==> config.mk <==
export PLATFORM = sky130hd
export DESIGN_NAME = inverse_square_gravity_step_core
export DESIGN_NICKNAME = d
export VERILOG_FILES = /design/src/isg_pkg.sv /design/src/isg_mul.sv /design/src/isg_sqrt.sv /design/src/isg_div.sv /design/src/inverse_square_gravity_step_core.sv
export SDC_FILE = /design/constraint.sdc
export NUM_CORES = 2
export LEC_CHECK = 0
export ABC_AREA = 0
export BUFFER_PORTS_ARGS = -buffer_cell sky130_fd_sc_hd__buf_2
export CAP_MARGIN = 20
export CELL_PAD_IN_SITES_DETAIL_PLACEMENT = 2
export CELL_PAD_IN_SITES_GLOBAL_PLACEMENT = 2
export CORE_MARGIN = 5
export CORE_UTILIZATION = 45
export CTS_CLUSTER_SIZE = 14
export DETAILED_ROUTE_END_ITERATION = 7
export GPL_ROUTABILITY_DRIVEN = 0
export HOLD_SLACK_MARGIN = 0.1
export PLACE_DENSITY = 0.84
export SETUP_SLACK_MARGIN = 0.1
export SLEW_MARGIN = 20
export SYNTH_ARGS = -nofsm -noshare
export SYNTH_HDL_FRONTEND = slang
export SYNTH_SLANG_ARGS = --single-unit
==> constraint.sdc <==
create_clock -name clk -period 21.3 [get_ports clk]
set_input_delay 4.26 -clock clk [delete_from_list [all_inputs] [get_ports clk]]
set_output_delay 4.26 -clock clk [all_outputs]
set_load 0.02 [all_outputs]
==> src/isg_pkg.sv <==
// ----------------------------------------------------------------------------
// isg_pkg
// Shared constants, types and state codes for the point-gravity stepper.
// ----------------------------------------------------------------------------
package isg_pkg;

    localparam int FRAC_BITS = 16;
    localparam int DATA_W    = 32;
    localparam int STR_W     = 28;
    localparam int OFF_W     = 33;
    localparam int SQ_W      = 67;
    localparam int ROOT_W    = 35;
    localparam int CUBE_W    = 105;
    localparam int NUM_W     = 128;
    localparam int DIV_CNT_W = 7;
    localparam int SHIFT_AMT = 3 * FRAC_BITS - 8;

    localparam logic [2:0] REG_SOURCE_X   = 3'd0;
    localparam logic [2:0] REG_SOURCE_Y   = 3'd1;
    localparam logic [2:0] REG_STRENGTH   = 3'd2;
    localparam logic [2:0] REG_START_PX   = 3'd3;
    localparam logic [2:0] REG_START_PY   = 3'd4;
    localparam logic [2:0] REG_START_VX   = 3'd5;
    localparam logic [2:0] REG_START_VY   = 3'd6;

    localparam logic [DATA_W-1:0] RST_SOURCE_X = 32'd52428800;
    localparam logic [DATA_W-1:0] RST_SOURCE_Y = 32'd32768000;
    localparam logic [STR_W-1:0]  RST_STRENGTH = 28'd1792000;
    localparam logic [DATA_W-1:0] RST_START_PX = 32'd39321600;
    localparam logic [DATA_W-1:0] RST_START_PY = 32'd45875200;
    localparam logic [DATA_W-1:0] RST_START_VX = 32'd262144;
    localparam logic [DATA_W-1:0] RST_START_VY = 32'd0;

    typedef enum logic [3:0] {
        ST_IDLE,
        ST_SQ,
        ST_SQRT,
        ST_CUBE,
        ST_NUMX,
        ST_DIVX,
        ST_NUMY,
        ST_DIVY,
        ST_SUM,
        ST_OUT
    } isg_state_t;

    // clamp a two's complement sum to 32 bits, returns {clamped, value}
    function automatic logic [DATA_W:0] isg_sat(input logic [DATA_W+1:0] v);
        logic [DATA_W:0] res;
        res = {1'b0, v[DATA_W-1:0]};
        if (!(v[DATA_W+1:DATA_W-1] inside {3'b000, 3'b111}))
            res = v[DATA_W+1] ? {2'b11, {(DATA_W-1){1'b0}}}
                              : {2'b10, {(DATA_W-1){1'b1}}};
        return res;
    endfunction

endpackage

==> src/isg_mul.sv <==
// ----------------------------------------------------------------------------
// isg_mul
// Shift-add multiplier, one multiplier bit per cycle.
// ----------------------------------------------------------------------------
module isg_mul
    import isg_pkg::*;
(
    input  logic                clk,
    input  logic                rst_n,
    input  logic                start,
    input  logic [CUBE_W-1:0]   a,
    input  logic [ROOT_W-1:0]   b,
    output logic                busy,
    output logic [CUBE_W-1:0]   prod
);

    logic [CUBE_W-1:0] acc_reg, acc_next;
    logic [CUBE_W-1:0] mcand_reg, mcand_next;
    logic [ROOT_W-1:0] mplier_reg, mplier_next;
    logic [5:0]        cnt_reg, cnt_next;
    logic              busy_reg, busy_next;

    always_comb
    begin
        acc_next    = acc_reg;
        mcand_next  = mcand_reg;
        mplier_next = mplier_reg;
        cnt_next    = cnt_reg;
        busy_next   = busy_reg;
        if (start)
        begin
            acc_next    = '0;
            mcand_next  = a;
            mplier_next = b;
            cnt_next    = 6'(ROOT_W);
            busy_next   = 1'b1;
        end
        else if (busy_reg)
        begin
            if (mplier_reg[0])
                acc_next = acc_reg + mcand_reg;
            mcand_next  = {mcand_reg[CUBE_W-2:0], 1'b0};
            mplier_next = {1'b0, mplier_reg[ROOT_W-1:1]};
            cnt_next    = cnt_reg - 6'd1;
            if (cnt_reg == 6'd1)
                busy_next = 1'b0;
        end
    end

    always_ff @(posedge clk or negedge rst_n)
    begin
        if (!rst_n)
        begin
            busy_reg <= 1'b0;
            cnt_reg  <= '0;
        end
        else
        begin
            busy_reg <= busy_next;
            cnt_reg  <= cnt_next;
        end
    end

    always_ff @(posedge clk)
    begin
        acc_reg    <= acc_next;
        mcand_reg  <= mcand_next;
        mplier_reg <= mplier_next;
    end

    assign busy = busy_reg;
    assign prod = acc_reg;

endmodule

==> src/isg_sqrt.sv <==
// ----------------------------------------------------------------------------
// isg_sqrt
// Restoring square root, one result bit per cycle.
// ----------------------------------------------------------------------------
module isg_sqrt
    import isg_pkg::*;
(
    input  logic              clk,
    input  logic              rst_n,
    input  logic              start,
    input  logic [SQ_W-1:0]   radicand,
    output logic              busy,
    output logic [ROOT_W-1:0] root
);

    // radicand padded to an even width so two bits come in per step
    localparam int RAD_W = 2 * ROOT_W;

    logic [RAD_W-1:0]  rad_reg, rad_next;
    logic [ROOT_W+1:0] rem_reg, rem_next;
    logic [ROOT_W-1:0] q_reg, q_next;
    logic [5:0]        cnt_reg, cnt_next;
    logic              busy_reg, busy_next;
    logic [ROOT_W+1:0] trial;
    logic [ROOT_W+1:0] shifted;

    always_comb
    begin
        rad_next  = rad_reg;
        rem_next  = rem_reg;
        q_next    = q_reg;
        cnt_next  = cnt_reg;
        busy_next = busy_reg;
        shifted   = {rem_reg[ROOT_W-1:0], rad_reg[RAD_W-1:RAD_W-2]};
        trial     = {q_reg, 2'b01};
        if (start)
        begin
            rad_next  = RAD_W'(radicand);
            rem_next  = '0;
            q_next    = '0;
            cnt_next  = 6'(ROOT_W);
            busy_next = 1'b1;
        end
        else if (busy_reg)
        begin
            rad_next = {rad_reg[RAD_W-3:0], 2'b00};
            if (shifted >= trial)
            begin
                rem_next = shifted - trial;
                q_next   = {q_reg[ROOT_W-2:0], 1'b1};
            end
            else
            begin
                rem_next = shifted;
                q_next   = {q_reg[ROOT_W-2:0], 1'b0};
            end
            cnt_next = cnt_reg - 6'd1;
            if (cnt_reg == 6'd1)
                busy_next = 1'b0;
        end
    end

    always_ff @(posedge clk or negedge rst_n)
    begin
        if (!rst_n)
        begin
            busy_reg <= 1'b0;
            cnt_reg  <= '0;
        end
        else
        begin
            busy_reg <= busy_next;
            cnt_reg  <= cnt_next;
        end
    end

    always_ff @(posedge clk)
    begin
        rad_reg <= rad_next;
        rem_reg <= rem_next;
        q_reg   <= q_next;
    end

    assign busy = busy_reg;
    assign root = q_reg;

endmodule

==> src/isg_div.sv <==
// ----------------------------------------------------------------------------
// isg_div
// Restoring divider, one quotient bit per cycle, quotient held at 2^32.
// ----------------------------------------------------------------------------
module isg_div
    import isg_pkg::*;
(
    input  logic               clk,
    input  logic               rst_n,
    input  logic               start,
    input  logic [NUM_W-1:0]   num,
    input  logic [CUBE_W-1:0]  den,
    output logic               busy,
    output logic [DATA_W:0]    quot
);

    logic [NUM_W-1:0]  num_reg, num_next;
    logic [CUBE_W:0]   rem_reg, rem_next;
    logic [NUM_W-1:0]  q_reg, q_next;
    logic [DIV_CNT_W:0] cnt_reg, cnt_next;
    logic              busy_reg, busy_next;
    logic [CUBE_W:0]   shifted;

    always_comb
    begin
        num_next  = num_reg;
        rem_next  = rem_reg;
        q_next    = q_reg;
        cnt_next  = cnt_reg;
        busy_next = busy_reg;
        shifted   = {rem_reg[CUBE_W-1:0], num_reg[NUM_W-1]};
        if (start)
        begin
            num_next  = num;
            rem_next  = '0;
            q_next    = '0;
            cnt_next  = (DIV_CNT_W+1)'(NUM_W);
            busy_next = 1'b1;
        end
        else if (busy_reg)
        begin
            num_next = {num_reg[NUM_W-2:0], 1'b0};
            if (shifted >= {1'b0, den})
            begin
                rem_next = shifted - {1'b0, den};
                q_next   = {q_reg[NUM_W-2:0], 1'b1};
            end
            else
            begin
                rem_next = shifted;
                q_next   = {q_reg[NUM_W-2:0], 1'b0};
            end
            cnt_next = cnt_reg - (DIV_CNT_W+1)'(1);
            if (cnt_reg == (DIV_CNT_W+1)'(1))
                busy_next = 1'b0;
        end
    end

    always_ff @(posedge clk or negedge rst_n)
    begin
        if (!rst_n)
        begin
            busy_reg <= 1'b0;
            cnt_reg  <= '0;
        end
        else
        begin
            busy_reg <= busy_next;
            cnt_reg  <= cnt_next;
        end
    end

    always_ff @(posedge clk)
    begin
        num_reg <= num_next;
        rem_reg <= rem_next;
        q_reg   <= q_next;
    end

    assign busy = busy_reg;
    assign quot = (q_reg > NUM_W'(64'h1_0000_0000)) ? {1'b1, {DATA_W{1'b0}}}
                                                     : q_reg[DATA_W:0];

endmodule

==> src/inverse_square_gravity_step_core.sv <==
// ----------------------------------------------------------------------------
// inverse_square_gravity_step_core
// Semi-implicit Euler step of one particle pulled by a fixed point source.
// ----------------------------------------------------------------------------
// Usage: write the source and start registers through the cfg channel
// (cfg_index 0..6, cfg_data) while no beat is in flight. Each input beat on
// in_valid/in_ready carries restart. restart=1 loads the start values;
// restart=0 runs one gravity tick. Exactly one output beat follows each
// input beat with the new position, velocity and the saturated flag.
// A restart beat goes straight to the output state, where out_valid is
// registered once the output register is free. A tick runs the two squares
// and the two cube products on one shift-add multiplier, the square root,
// two numerator products and two divisions, then the x velocity sum and, in
// the output state, the position sums; when the particle sits on the source
// the cube, numerator and division steps are skipped. One beat is in work
// at a time; in_ready is high while the datapath is idle, so the next input
// beat can be taken in the cycle in which out_valid rises.
// Reset loads every register with its reset value and the particle state
// with the start values. A result waiting on out_ready holds in the output
// register; the next beat still runs, then waits with in_ready low.
// ----------------------------------------------------------------------------
module inverse_square_gravity_step_core
    import isg_pkg::*;
(
    input  logic              clk,
    input  logic              rst_n,
    input  logic              in_valid,
    output logic              in_ready,
    input  logic              restart,
    output logic              out_valid,
    input  logic              out_ready,
    output logic [DATA_W-1:0] out_pos_x,
    output logic [DATA_W-1:0] out_pos_y,
    output logic [DATA_W-1:0] out_vel_x,
    output logic [DATA_W-1:0] out_vel_y,
    output logic              saturated,
    input  logic              cfg_valid,
    output logic              cfg_ready,
    input  logic [2:0]        cfg_index,
    input  logic [DATA_W-1:0] cfg_data
);

    isg_state_t state_reg, state_next;

    logic [DATA_W-1:0] src_x_reg, src_y_reg, spx_reg, spy_reg, svx_reg, svy_reg;
    logic [STR_W-1:0]  str_reg;
    logic [DATA_W-1:0] px_reg, py_reg, vx_reg, vy_reg;
    logic [DATA_W-1:0] px_next, py_next, vx_next, vy_next;
    logic              sat_reg, sat_next;
    logic              ov_reg;
    logic              phase_reg, phase_next;
    logic              go_reg, go_next;
    logic              pos_pend_reg;
    logic [DATA_W-1:0] opx_reg, opy_reg, ovx_reg, ovy_reg;
    logic              osat_reg;

    logic [OFF_W-1:0]  dx_reg, dy_reg;
    logic [SQ_W-1:0]   sq_reg, sq_next;
    logic [ROOT_W-1:0] r_reg, r_next;
    logic [CUBE_W-1:0] r3_reg, r3_next;
    logic [NUM_W-1:0]  n_reg, n_next;
    logic [DATA_W+1:0] ax_reg, ax_next;

    logic              in_fire, out_fire, out_load;
    logic              mul_start, sqrt_start, div_start;
    logic              mul_busy, sqrt_busy, div_busy;
    logic [CUBE_W-1:0] mul_a;
    logic [ROOT_W-1:0] mul_b;
    logic [CUBE_W-1:0] prod;
    logic [ROOT_W-1:0] root;
    logic [DATA_W:0]   quot;
    logic [OFF_W-1:0]  ox, oy, mag_x, mag_y, cur_off;
    logic [DATA_W+1:0] sgn_acc;
    logic [DATA_W+1:0] vsum_x, vsum_y, psum_x, psum_y;
    logic [DATA_W:0]   vx_sat, vy_sat, px_sat, py_sat;

    assign in_fire  = in_valid && in_ready;
    assign out_fire = out_valid && out_ready;
    assign out_load = (state_reg == ST_OUT) && (!ov_reg || out_fire);
    assign in_ready = (state_reg == ST_IDLE);
    assign out_valid = ov_reg;
    assign cfg_ready = 1'b1;

    assign ox    = {src_x_reg[DATA_W-1], src_x_reg} - {px_reg[DATA_W-1], px_reg};
    assign oy    = {src_y_reg[DATA_W-1], src_y_reg} - {py_reg[DATA_W-1], py_reg};
    assign mag_x = dx_reg[OFF_W-1] ? -dx_reg : dx_reg;
    assign mag_y = dy_reg[OFF_W-1] ? -dy_reg : dy_reg;
    assign cur_off = (state_reg == ST_DIVY || state_reg == ST_NUMY) ? dy_reg : dx_reg;
    // one extra bit so a pull held at 2^32 keeps its sign
    assign sgn_acc = cur_off[OFF_W-1] ? -{1'b0, quot} : {1'b0, quot};

    // operand select for the shared multiplier
    always_comb
    begin
        mul_a = '0;
        mul_b = '0;
        case (state_reg)
            ST_SQ:
            begin
                mul_a = CUBE_W'(phase_reg ? mag_y : mag_x);
                mul_b = ROOT_W'(phase_reg ? mag_y : mag_x);
            end
            ST_CUBE:
            begin
                mul_a = phase_reg ? r3_reg : CUBE_W'(r_reg);
                mul_b = r_reg;
            end
            ST_NUMX:
            begin
                mul_a = CUBE_W'(mag_x);
                mul_b = ROOT_W'(str_reg);
            end
            ST_NUMY:
            begin
                mul_a = CUBE_W'(mag_y);
                mul_b = ROOT_W'(str_reg);
            end
            default:
            begin
                mul_a = '0;
                mul_b = '0;
            end
        endcase
    end

    isg_mul u_mul (
        .clk   (clk),
        .rst_n (rst_n),
        .start (mul_start),
        .a     (mul_a),
        .b     (mul_b),
        .busy  (mul_busy),
        .prod  (prod)
    );

    isg_sqrt u_sqrt (
        .clk      (clk),
        .rst_n    (rst_n),
        .start    (sqrt_start),
        .radicand (sq_reg),
        .busy     (sqrt_busy),
        .root     (root)
    );

    isg_div u_div (
        .clk   (clk),
        .rst_n (rst_n),
        .start (div_start),
        .num   (n_reg),
        .den   (r3_reg),
        .busy  (div_busy),
        .quot  (quot)
    );

    // next state; go_reg marks that the unit of this state was kicked off
    always_comb
    begin
        state_next = state_reg;
        case (state_reg)
            ST_IDLE:
                if (in_fire)
                    state_next = restart ? ST_OUT : ST_SQ;
            ST_SQ:
                if (go_reg && !mul_busy && phase_reg)
                    state_next = ST_SQRT;
            ST_SQRT:
                if (go_reg && !sqrt_busy)
                    state_next = (root == '0) ? ST_SUM : ST_CUBE;
            ST_CUBE:
                if (go_reg && !mul_busy && phase_reg)
                    state_next = ST_NUMX;
            ST_NUMX:
                if (go_reg && !mul_busy)
                    state_next = ST_DIVX;
            ST_DIVX:
                if (go_reg && !div_busy)
                    state_next = ST_NUMY;
            ST_NUMY:
                if (go_reg && !mul_busy)
                    state_next = ST_DIVY;
            ST_DIVY:
                if (go_reg && !div_busy)
                    state_next = ST_SUM;
            ST_SUM:
                state_next = ST_OUT;
            ST_OUT:
                if (out_load)
                    state_next = ST_IDLE;
            default:
                state_next = ST_IDLE;
        endcase
    end

    assign vsum_x = {{2{vx_reg[DATA_W-1]}}, vx_reg} + ax_reg;
    assign vsum_y = {{2{vy_reg[DATA_W-1]}}, vy_reg} + sgn_acc;
    assign psum_x = {{2{px_reg[DATA_W-1]}}, px_reg} + {{2{vx_reg[DATA_W-1]}}, vx_reg};
    assign psum_y = {{2{py_reg[DATA_W-1]}}, py_reg} + {{2{vy_reg[DATA_W-1]}}, vy_reg};
    assign vx_sat = isg_sat(vsum_x);
    assign vy_sat = isg_sat(vsum_y);
    assign px_sat = isg_sat(psum_x);
    assign py_sat = isg_sat(psum_y);

    // datapath control and results
    always_comb
    begin
        mul_start  = 1'b0;
        sqrt_start = 1'b0;
        div_start  = 1'b0;
        go_next    = go_reg;
        phase_next = phase_reg;
        sq_next    = sq_reg;
        r_next     = r_reg;
        r3_next    = r3_reg;
        n_next     = n_reg;
        ax_next    = ax_reg;
        px_next    = px_reg;
        py_next    = py_reg;
        vx_next    = vx_reg;
        vy_next    = vy_reg;
        sat_next   = sat_reg;
        case (state_reg)
            ST_IDLE:
            begin
                go_next    = 1'b0;
                phase_next = 1'b0;
                ax_next    = '0;
                if (in_fire)
                    sat_next = 1'b0;
                if (in_fire && restart)
                begin
                    px_next  = spx_reg;
                    py_next  = spy_reg;
                    vx_next  = svx_reg;
                    vy_next  = svy_reg;
                end
            end
            ST_SQ:
                if (!go_reg)
                begin
                    mul_start = 1'b1;
                    go_next   = 1'b1;
                end
                else if (!mul_busy)
                begin
                    if (!phase_reg)
                    begin
                        sq_next    = SQ_W'(prod);
                        phase_next = 1'b1;
                        go_next    = 1'b0;
                    end
                    else
                    begin
                        sq_next    = sq_reg + SQ_W'(prod);
                        phase_next = 1'b0;
                        go_next    = 1'b0;
                    end
                end
            ST_SQRT:
                if (!go_reg)
                begin
                    sqrt_start = 1'b1;
                    go_next    = 1'b1;
                end
                else if (!sqrt_busy)
                begin
                    r_next  = root;
                    go_next = 1'b0;
                end
            ST_CUBE:
                if (!go_reg)
                begin
                    mul_start = 1'b1;
                    go_next   = 1'b1;
                end
                else if (!mul_busy)
                begin
                    r3_next    = prod;
                    phase_next = !phase_reg;
                    go_next    = 1'b0;
                end
            ST_NUMX, ST_NUMY:
                if (!go_reg)
                begin
                    mul_start = 1'b1;
                    go_next   = 1'b1;
                end
                else if (!mul_busy)
                begin
                    n_next  = NUM_W'(prod) << SHIFT_AMT;
                    go_next = 1'b0;
                end
            ST_DIVX:
                if (!go_reg)
                begin
                    div_start = 1'b1;
                    go_next   = 1'b1;
                end
                else if (!div_busy)
                begin
                    ax_next = sgn_acc;
                    go_next = 1'b0;
                end
            ST_DIVY:
                if (!go_reg)
                begin
                    div_start = 1'b1;
                    go_next   = 1'b1;
                end
                else if (!div_busy)
                begin
                    // y acceleration folds straight into the velocity sum
                    vy_next  = vy_sat[DATA_W-1:0];
                    sat_next = sat_reg | vy_sat[DATA_W];
                    go_next  = 1'b0;
                end
            ST_SUM:
            begin
                // zero distance skipped the divisions, ax is zero and vy unchanged
                vx_next  = vx_sat[DATA_W-1:0];
                sat_next = sat_reg | vx_sat[DATA_W];
            end
            ST_OUT:
            begin
                go_next = 1'b0;
                // the position sum must use the new velocity, so it runs here
                if (pos_pend_reg)
                begin
                    px_next  = px_sat[DATA_W-1:0];
                    py_next  = py_sat[DATA_W-1:0];
                    sat_next = sat_reg | px_sat[DATA_W] | py_sat[DATA_W];
                end
            end
            default:
            begin
                go_next = 1'b0;
            end
        endcase
    end

    always_ff @(posedge clk or negedge rst_n)
    begin
        if (!rst_n)
        begin
            state_reg    <= ST_IDLE;
            go_reg       <= 1'b0;
            phase_reg    <= 1'b0;
            ov_reg       <= 1'b0;
            pos_pend_reg <= 1'b0;
            src_x_reg    <= RST_SOURCE_X;
            src_y_reg    <= RST_SOURCE_Y;
            str_reg      <= RST_STRENGTH;
            spx_reg      <= RST_START_PX;
            spy_reg      <= RST_START_PY;
            svx_reg      <= RST_START_VX;
            svy_reg      <= RST_START_VY;
            px_reg       <= RST_START_PX;
            py_reg       <= RST_START_PY;
            vx_reg       <= RST_START_VX;
            vy_reg       <= RST_START_VY;
            sat_reg      <= 1'b0;
        end
        else
        begin
            state_reg <= state_next;
            go_reg    <= go_next;
            phase_reg <= phase_next;
            px_reg    <= px_next;
            py_reg    <= py_next;
            vx_reg    <= vx_next;
            vy_reg    <= vy_next;
            sat_reg   <= sat_next;
            pos_pend_reg <= (state_reg == ST_SUM);
            if (out_load)
                ov_reg <= 1'b1;
            else if (out_fire)
                ov_reg <= 1'b0;
            if (cfg_valid && cfg_ready)
            begin
                case (cfg_index)
                    REG_SOURCE_X: src_x_reg <= cfg_data;
                    REG_SOURCE_Y: src_y_reg <= cfg_data;
                    REG_STRENGTH: str_reg   <= cfg_data[STR_W-1:0];
                    REG_START_PX: spx_reg   <= cfg_data;
                    REG_START_PY: spy_reg   <= cfg_data;
                    REG_START_VX: svx_reg   <= cfg_data;
                    REG_START_VY: svy_reg   <= cfg_data;
                    default: ;
                endcase
            end
        end
    end

    always_ff @(posedge clk)
    begin
        sq_reg <= sq_next;
        r_reg  <= r_next;
        r3_reg <= r3_next;
        n_reg  <= n_next;
        ax_reg <= ax_next;
        if (in_fire)
        begin
            dx_reg <= ox;
            dy_reg <= oy;
        end
        // output register parts the result from the particle state
        if (out_load)
        begin
            opx_reg  <= px_next;
            opy_reg  <= py_next;
            ovx_reg  <= vx_next;
            ovy_reg  <= vy_next;
            osat_reg <= sat_next;
        end
    end

    assign out_pos_x = opx_reg;
    assign out_pos_y = opy_reg;
    assign out_vel_x = ovx_reg;
    assign out_vel_y = ovy_reg;
    assign saturated = osat_reg;

endmodule

-- After elaboration in Yosys (flattened, before gate mapping)
Index checks and enable logic that the tools add are counted.
- bits in registers: 1649
- bits in latches: 0
- RAM bits: 0
- ROM bits: 0
- bits of input ports: 41
- word-level logic and storage cells: 255
- memories: 0
- add/sub/neg operators: 16
- multipliers: 0
- div/mod/pow operators: 0
- order comparisons: 3
- eq/ne operators: 37
- shifts and indexed selects: 0
- mux-type cells: 97
- bitwise logic cells: 6
- reductions and logical operators: 50
- operators with widths (operator ; count):
    $mux W105 ; 4
    $pmux W105 S4 ; 1
    $mux W32 ; 12
    $mux W33 ; 10
    $mux W128 ; 2
    $pmux W32 S2 ; 4
    $mux W67 ; 3
    $gt A128 B33 Y1 const B ; 1
    $ge A106 B105 Y1 ; 1
    $add A105 B105 Y105 ; 1
    $mux W35 ; 3
    $pmux W35 S3 ; 1
    $sub A105 B105 Y105 ; 1
    $mux W34 ; 3
    $add A34 B34 Y34 ; 2
    $pmux W34 S2 ; 1
    $add A67 B67 Y67 ; 1
    $add A32 B32 Y33 ; 2
    $neg A33 Y33 ; 2
    $sub A32 B32 Y33 ; 2
    $mux W4 ; 11
    $pmux W4 S10 ; 1
    $ge A37 B37 Y1 ; 1
    $logic_not A35 Y1 ; 1
    35 further kinds ; 138

-- Logic depth before layout (Yosys ltp)
- depth in word-level cells: 12
- depth in mapped cells: 32
- gate-level depth less buffers: 28

-- Hierarchy
Synthesis repeated with hierarchy kept, for this count alone.
- cell total of the unflattened synthesis: 9786
- area total of the unflattened synthesis: 97718.7 µm²
- modules (own cells, without submodules) (module ; instances ; cells an instance ; area each (µm²)):
    inverse_square_gravity_step_core ; 1 ; 4560 ; 50046.7
    isg_div ; 1 ; 2534 ; 22585.4
    isg_mul ; 1 ; 1813 ; 16604.7
    isg_sqrt ; 1 ; 879 ; 8481.9

-- Least setup slack after synthesis
OpenSTA, ideal clock, no wires.
- path type: input to register
- start: in out_ready
- end: reg opx_reg[0] (netlist: out_pos_x[0]) (enable)
- setup time: 0.619 ns
- data arrival time: 9.690 ns
- data required time: 20.681 ns
- slack: 10.991 ns
- stages on the path: 2
- buffers on the path: 0
- cells stage by stage: nor2b_1 > nor2_1
- cells in the longest elaborated chain, start to end: 3
- ends and longest elaborated chain (element ; RTL line ; RTL):
    start: declaration ; inverse_square_gravity_step_core.sv:31 ; input logic out_ready,
    $logic_and A1 B1 Y1 ; inverse_square_gravity_step_core.sv:78 ; assign out_fire = out_valid && out_ready;
    $logic_or A1 B1 Y1 ; inverse_square_gravity_step_core.sv:79 ; assign out_load = (state_reg == ST_OUT) && (!ov_reg || out_fire);
    $logic_and A1 B1 Y1 ; inverse_square_gravity_step_core.sv:79 ;
    net out_load ; inverse_square_gravity_step_core.sv:64 ; logic in_fire, out_fire, out_load;
    end signal: assignment ; inverse_square_gravity_step_core.sv:408 ; opx_reg <= px_next;
    end: declaration ; inverse_square_gravity_step_core.sv:54 ; logic [DATA_W-1:0] opx_reg, opy_reg, ovx_reg, ovy_reg;
The timed path passes the listed nets, and every way through them passes these cells.
A chain may end at the register's enable or synchronous reset.

-- Worst setup path after layout
- start: reg u_div.q_reg[2]
- end: reg osat_reg (netlist: saturated) (data pin)
- cells in the longest elaborated chain, start to end: 12
- elaborated cells between the ends (all ways): 13
- ends and longest elaborated chain (element ; RTL line ; RTL):
    start: declaration ; isg_div.sv:19 ; logic [NUM_W-1:0] q_reg, q_next;
    start signal: assignment ; isg_div.sv:77 ; q_reg <= q_next;
    $gt A128 B33 Y1 ; isg_div.sv:81 ; assign quot = (q_reg > NUM_W'(64'h1_0000_0000)) ? {1'b1, {DATA_W{1'b0}}}
    $mux W33 (*) ; isg_div.sv:81 ;
    $neg A33 Y34 ; inverse_square_gravity_step_core.sv:90 ; assign sgn_acc = cur_off[OFF_W-1] ? -{1'b0, quot} : {1'b0, quot};
    $mux W34 (*) ; inverse_square_gravity_step_core.sv:90 ;
    net sgn_acc[12] ; inverse_square_gravity_step_core.sv:73 ; logic [DATA_W+1:0] sgn_acc;
    $add A34 B34 Y34 (*) ; inverse_square_gravity_step_core.sv:195 ; assign vsum_y = {{2{vy_reg[DATA_W-1]}}, vy_reg} + sgn_acc;
    $eq A3 B3 Y1 or $logic_not A3 Y1 (tied branches) ; isg_pkg.sv:51 ; if (!(v[DATA_W+1:DATA_W-1] inside {3'b000, 3'b111}))
    $reduce_bool A2 Y1 (*) ; isg_pkg.sv:51 ;
    $mux W33 (*) ; isg_pkg.sv:51 ;
    $or A1 B1 Y1 (*) ; inverse_square_gravity_step_core.sv:313 ; sat_next = sat_reg | vy_sat[DATA_W];
    $mux W1 (*) ; inverse_square_gravity_step_core.sv:309 ; else if (!div_busy)
    $mux W1 (*) ; inverse_square_gravity_step_core.sv:304 ; if (!go_reg)
    $pmux W1 S4 (*) ; inverse_square_gravity_step_core.sv:221 ; case (state_reg)
    net sat_next ; inverse_square_gravity_step_core.sv:49 ; logic sat_reg, sat_next;
    end signal: assignment ; inverse_square_gravity_step_core.sv:412 ; osat_reg <= sat_next;
    end: declaration ; inverse_square_gravity_step_core.sv:55 ; logic osat_reg;
The timed path passes the listed nets; every way through them passes the cells marked *.

==> run summary <==
status - completed
Critical Path Sink Type - flip-flop
CTS root buffer - clkbuf_16
syn_area_per_cell - 9.71 µm²
area occupied by multi-input gates - 46,100 µm²
max reg flops - 128
CP required - 21.91 ns
Post-Syn Instances - 9,413
Area Growth Syn to Fin - 10.6%
FF-to-FF path depth - 27
IO Port Bufs - 171
CTS tree - yes
Max-Cap Viols - 0
critical path class - reg -> reg
Vias/cell - 6.49
DRT iter0 DRCs - 7,026
Final nets - 9,967
CTS Buf Count - 182
Worst Setup SP - u_div.q_reg[2]
CTS-repair resized insts - 0
first drt pass iteration count - 5
Fin Clk Skew - 0.0457 ns
FF+latch area - 42,400 µm²
Max-slew headroom - 20.1%
remaining antenna violation count - 0
Fillers - 20.6k
top_reg_cell synth - edfxtp_1
final setup vio count - 0
startpoint class of the critical path - flip-flop
post-route setup TNS - 0 ns
sequential power share - 28.5%
hold wc startpoint - u_mul.prod[104]
Yosys top cell by area - edfxtp_1
clock share of power - 17.6%
Reg clk slew, reported paths - 0.07 ns
Reg-to-Reg Start - u_div.q_reg[2]
unrepaired setup endpoints after global routing - no
Die X - 461 µm
Fmax - 0.106 GHz
DR vias - 79.6k
CTS H-Tree Depth - 4
clock buffer depth - 3
Initial Util - 45.2%
LEAKAGE - 43.2 nW
worst path arrival time - 10.03 ns
Worst Tran Pin Value - 1.20 ns
Skew-Pair Late Insertion Delay - 0.87 ns
GRT overflow - 0
hold_buf cts - 0
GR Util All Layers - 34.7%
Psw - 8.91 mW
Final period util - 44.2%
CP max FO - 30
die height - 461 µm
final WL - 380,000 µm
vias in the first global route - 87.1k
asr flop ratio synth - 23.6%
Distinct cells, synth - 97
post-synth top area share - 26.9%
EDFF count, synth - 819
Rows - 165
Pwr per Cell Area - 188 nW/µm²
initial antenna violation count - 38
post-DP HPWL - 257,000 µm
wire per inst - 31.0 µm
Post-Syn Area - 91,400 µm²
die area - 212,000 µm²
fin crit period - 9.42 ns
R2R Setup Slk - 11.88 ns
Logic pwr share - 53.9%
Place WS - 12.35 ns
Critical Path Sink - saturated
DRC - 0
Final Hold Fails - 0
Hold WC Path Type - reg -> reg
largest net degree at the start of global routing - 155
FF+latch count, synth - 1,610
core area - 202,000 µm²
Switching Share - 46.8%
Post CTS Setup Buffer Count - 0
top-level I/O count - 173
first-pass GRT wire length - 565,000 µm
FF-to-FF End - saturated
cell-internal power - 10.1 mW
Final Max Tran Viols - 0
register area share after synthesis - 46.4%
Synth area leaders - edfxtp_1 27%, dfrtp_1 9.4%, dfxtp_1 9.0%
final worst setup slack - 11.88 ns
clk sinks - 1,610
synth warn - 0
Post-Syn Nets - 9,980
share of cells above drive strength 1 - 10.1%
Peak VDD IR - 0.000229 V
==> cells in the final DEF, fill, tap and decap left out, drive strengths merged, types with 60 or more instances in the layout <==
cell type and n:
xnor2 301, dfrtp 342, o21ai 503, mux2 280, nand3 177, edfxtp 819, o21bai 94, mux2i 281
and3 75, buf 274, nor2b 75, a21oi 886, inv 367, nor2 728, dfxtp 411, nor3 143
a211oi 124, o22ai 125, clkbuf 280, a22o 71, nand4 104, o21a 70, ha 517, xor2 221
nand2 1148, nor4 60, a31oi 96, nand2b 85, a21o 267
==> per-layer routing <==
layer	vias to the layer above	global-route usage [%]	part of all wire [%]
li1	34300	-	-
met5	-	0	0.026
met1	41000	41.6	39
met3	1118	6.10	6.5
met4	12	21.1	6.8
met2	3243	58.2	48
==> layout make-up <==
type	count	share of cell area (%)
multi-input cells	6971	45.6
well taps	2672	3.31
inverters	361	1.34
repair buffers	274	1.67
clock buffers	280	5.28
flip-flops and latches	1610	41.9
clock inverters	62	0.801
diodes	34	0.0842
==> Yosys cell counts, drive strengths merged, types with 44 or more instances <==
master and count:
ha 517, nor2 728, nand2b 85, a31oi 96
clkbuf 437, dfxtp 411, nor2b 75, nand3 177
a21oi 886, a22o 71, xnor2 301, mux2 280
mux2i 281, o21ai 503, and3 75, a221o 44
o22ai 125, a21o 267, nor4 60, nand4 104
nor3 143, o21bai 94, nand2 1148, xor2 221
dfrtp 342, edfxtp 819, inv 361, o21a 70
o31ai 44, a211oi 124
==> through the flow <==
stage	utilization (%)	hold WS (ns)	cells	total power, mW	area, µm²
floorplan	-	0.431	9413	12.0	91400
global placement	46.9	0.450	11900	14.3	94800
detailed placement	46.9	0.448	11900	15.1	94800
CTS	49.9	0.460	12200	18.8	101000
global route	50.0	0.465	12200	19.9	101000
finish	50.0	0.460	12300	19.1	101000
==> worst min path at each step <==
stage | to | slack (ns) | cells past startpoint
2_1_floorplan | r3_reg[103] | 0.43 | 0
3_5_place_dp | r3_reg[104] | 0.45 | 0
4_1_cts | r3_reg[97] | 0.46 | 0
6_report | r3_reg[104] | 0.46 | 0
3_3_place_gp | r3_reg[93] | 0.45 | 0
5_1_grt | r3_reg[97] | 0.47 | 0
==> power by group through the flow <==
| stage | sequential (mW) | combinational, mW | clock (mW) |
|---|---|---|---|
| global route | 5.47 | 11.0 | 3.51 |
| finish | 5.43 | 10.3 | 3.35 |
| floorplan | 4.96 | 7.02 | 0 |
| global placement | 5.37 | 8.97 | 0 |
| CTS | 5.41 | 10.1 | 3.38 |
| detailed placement | 5.44 | 9.66 | 0 |
==> kinds of logic (layout without fill, tap and decap cells) <==
group	count (synthesis)	in the layout	share of synthesized area [%]
flip-flops	1610	1610	46.4
AND/OR/NAND/NOR	2746	2746	13.4
buffers and inverters	832	977	3.45
adder cells (fa/ha/maj)	527	527	7.29
other	1	35	0.00410
XOR/XNOR	522	522	5.00
AO/OA/AOI/OAI	2614	2614	17.9
multiplexers	561	561	6.53
==> critical path: stages (launching register included) <==
cell and delay (ns):
dfxtp_1 0.38, or4_4 0.60, nor4b_4 0.41, nand2_4 0.11, nor3_4 0.25, nand2_2 0.15
nor4_4 0.21, nand4_2 0.19, a21oi_1 0.20, buf_4 0.29, nand2_1 0.15, ha_1 0.37
nor2_1 0.84, nor2_1 0.44, a311oi_1 0.60, ha_1 0.43, a21o_1 0.25, a21oi_1 0.23
o21ai_0 0.20, a311oi_1 0.40, a21oi_1 0.17, o31ai_1 0.36, a21boi_0 0.20, or3_1 0.42
a21o_1 0.23, mux2_4 0.43, nor2b_4 0.19, o41a_1 0.43
No activity file was read; power rests on OpenSTA's default activity.
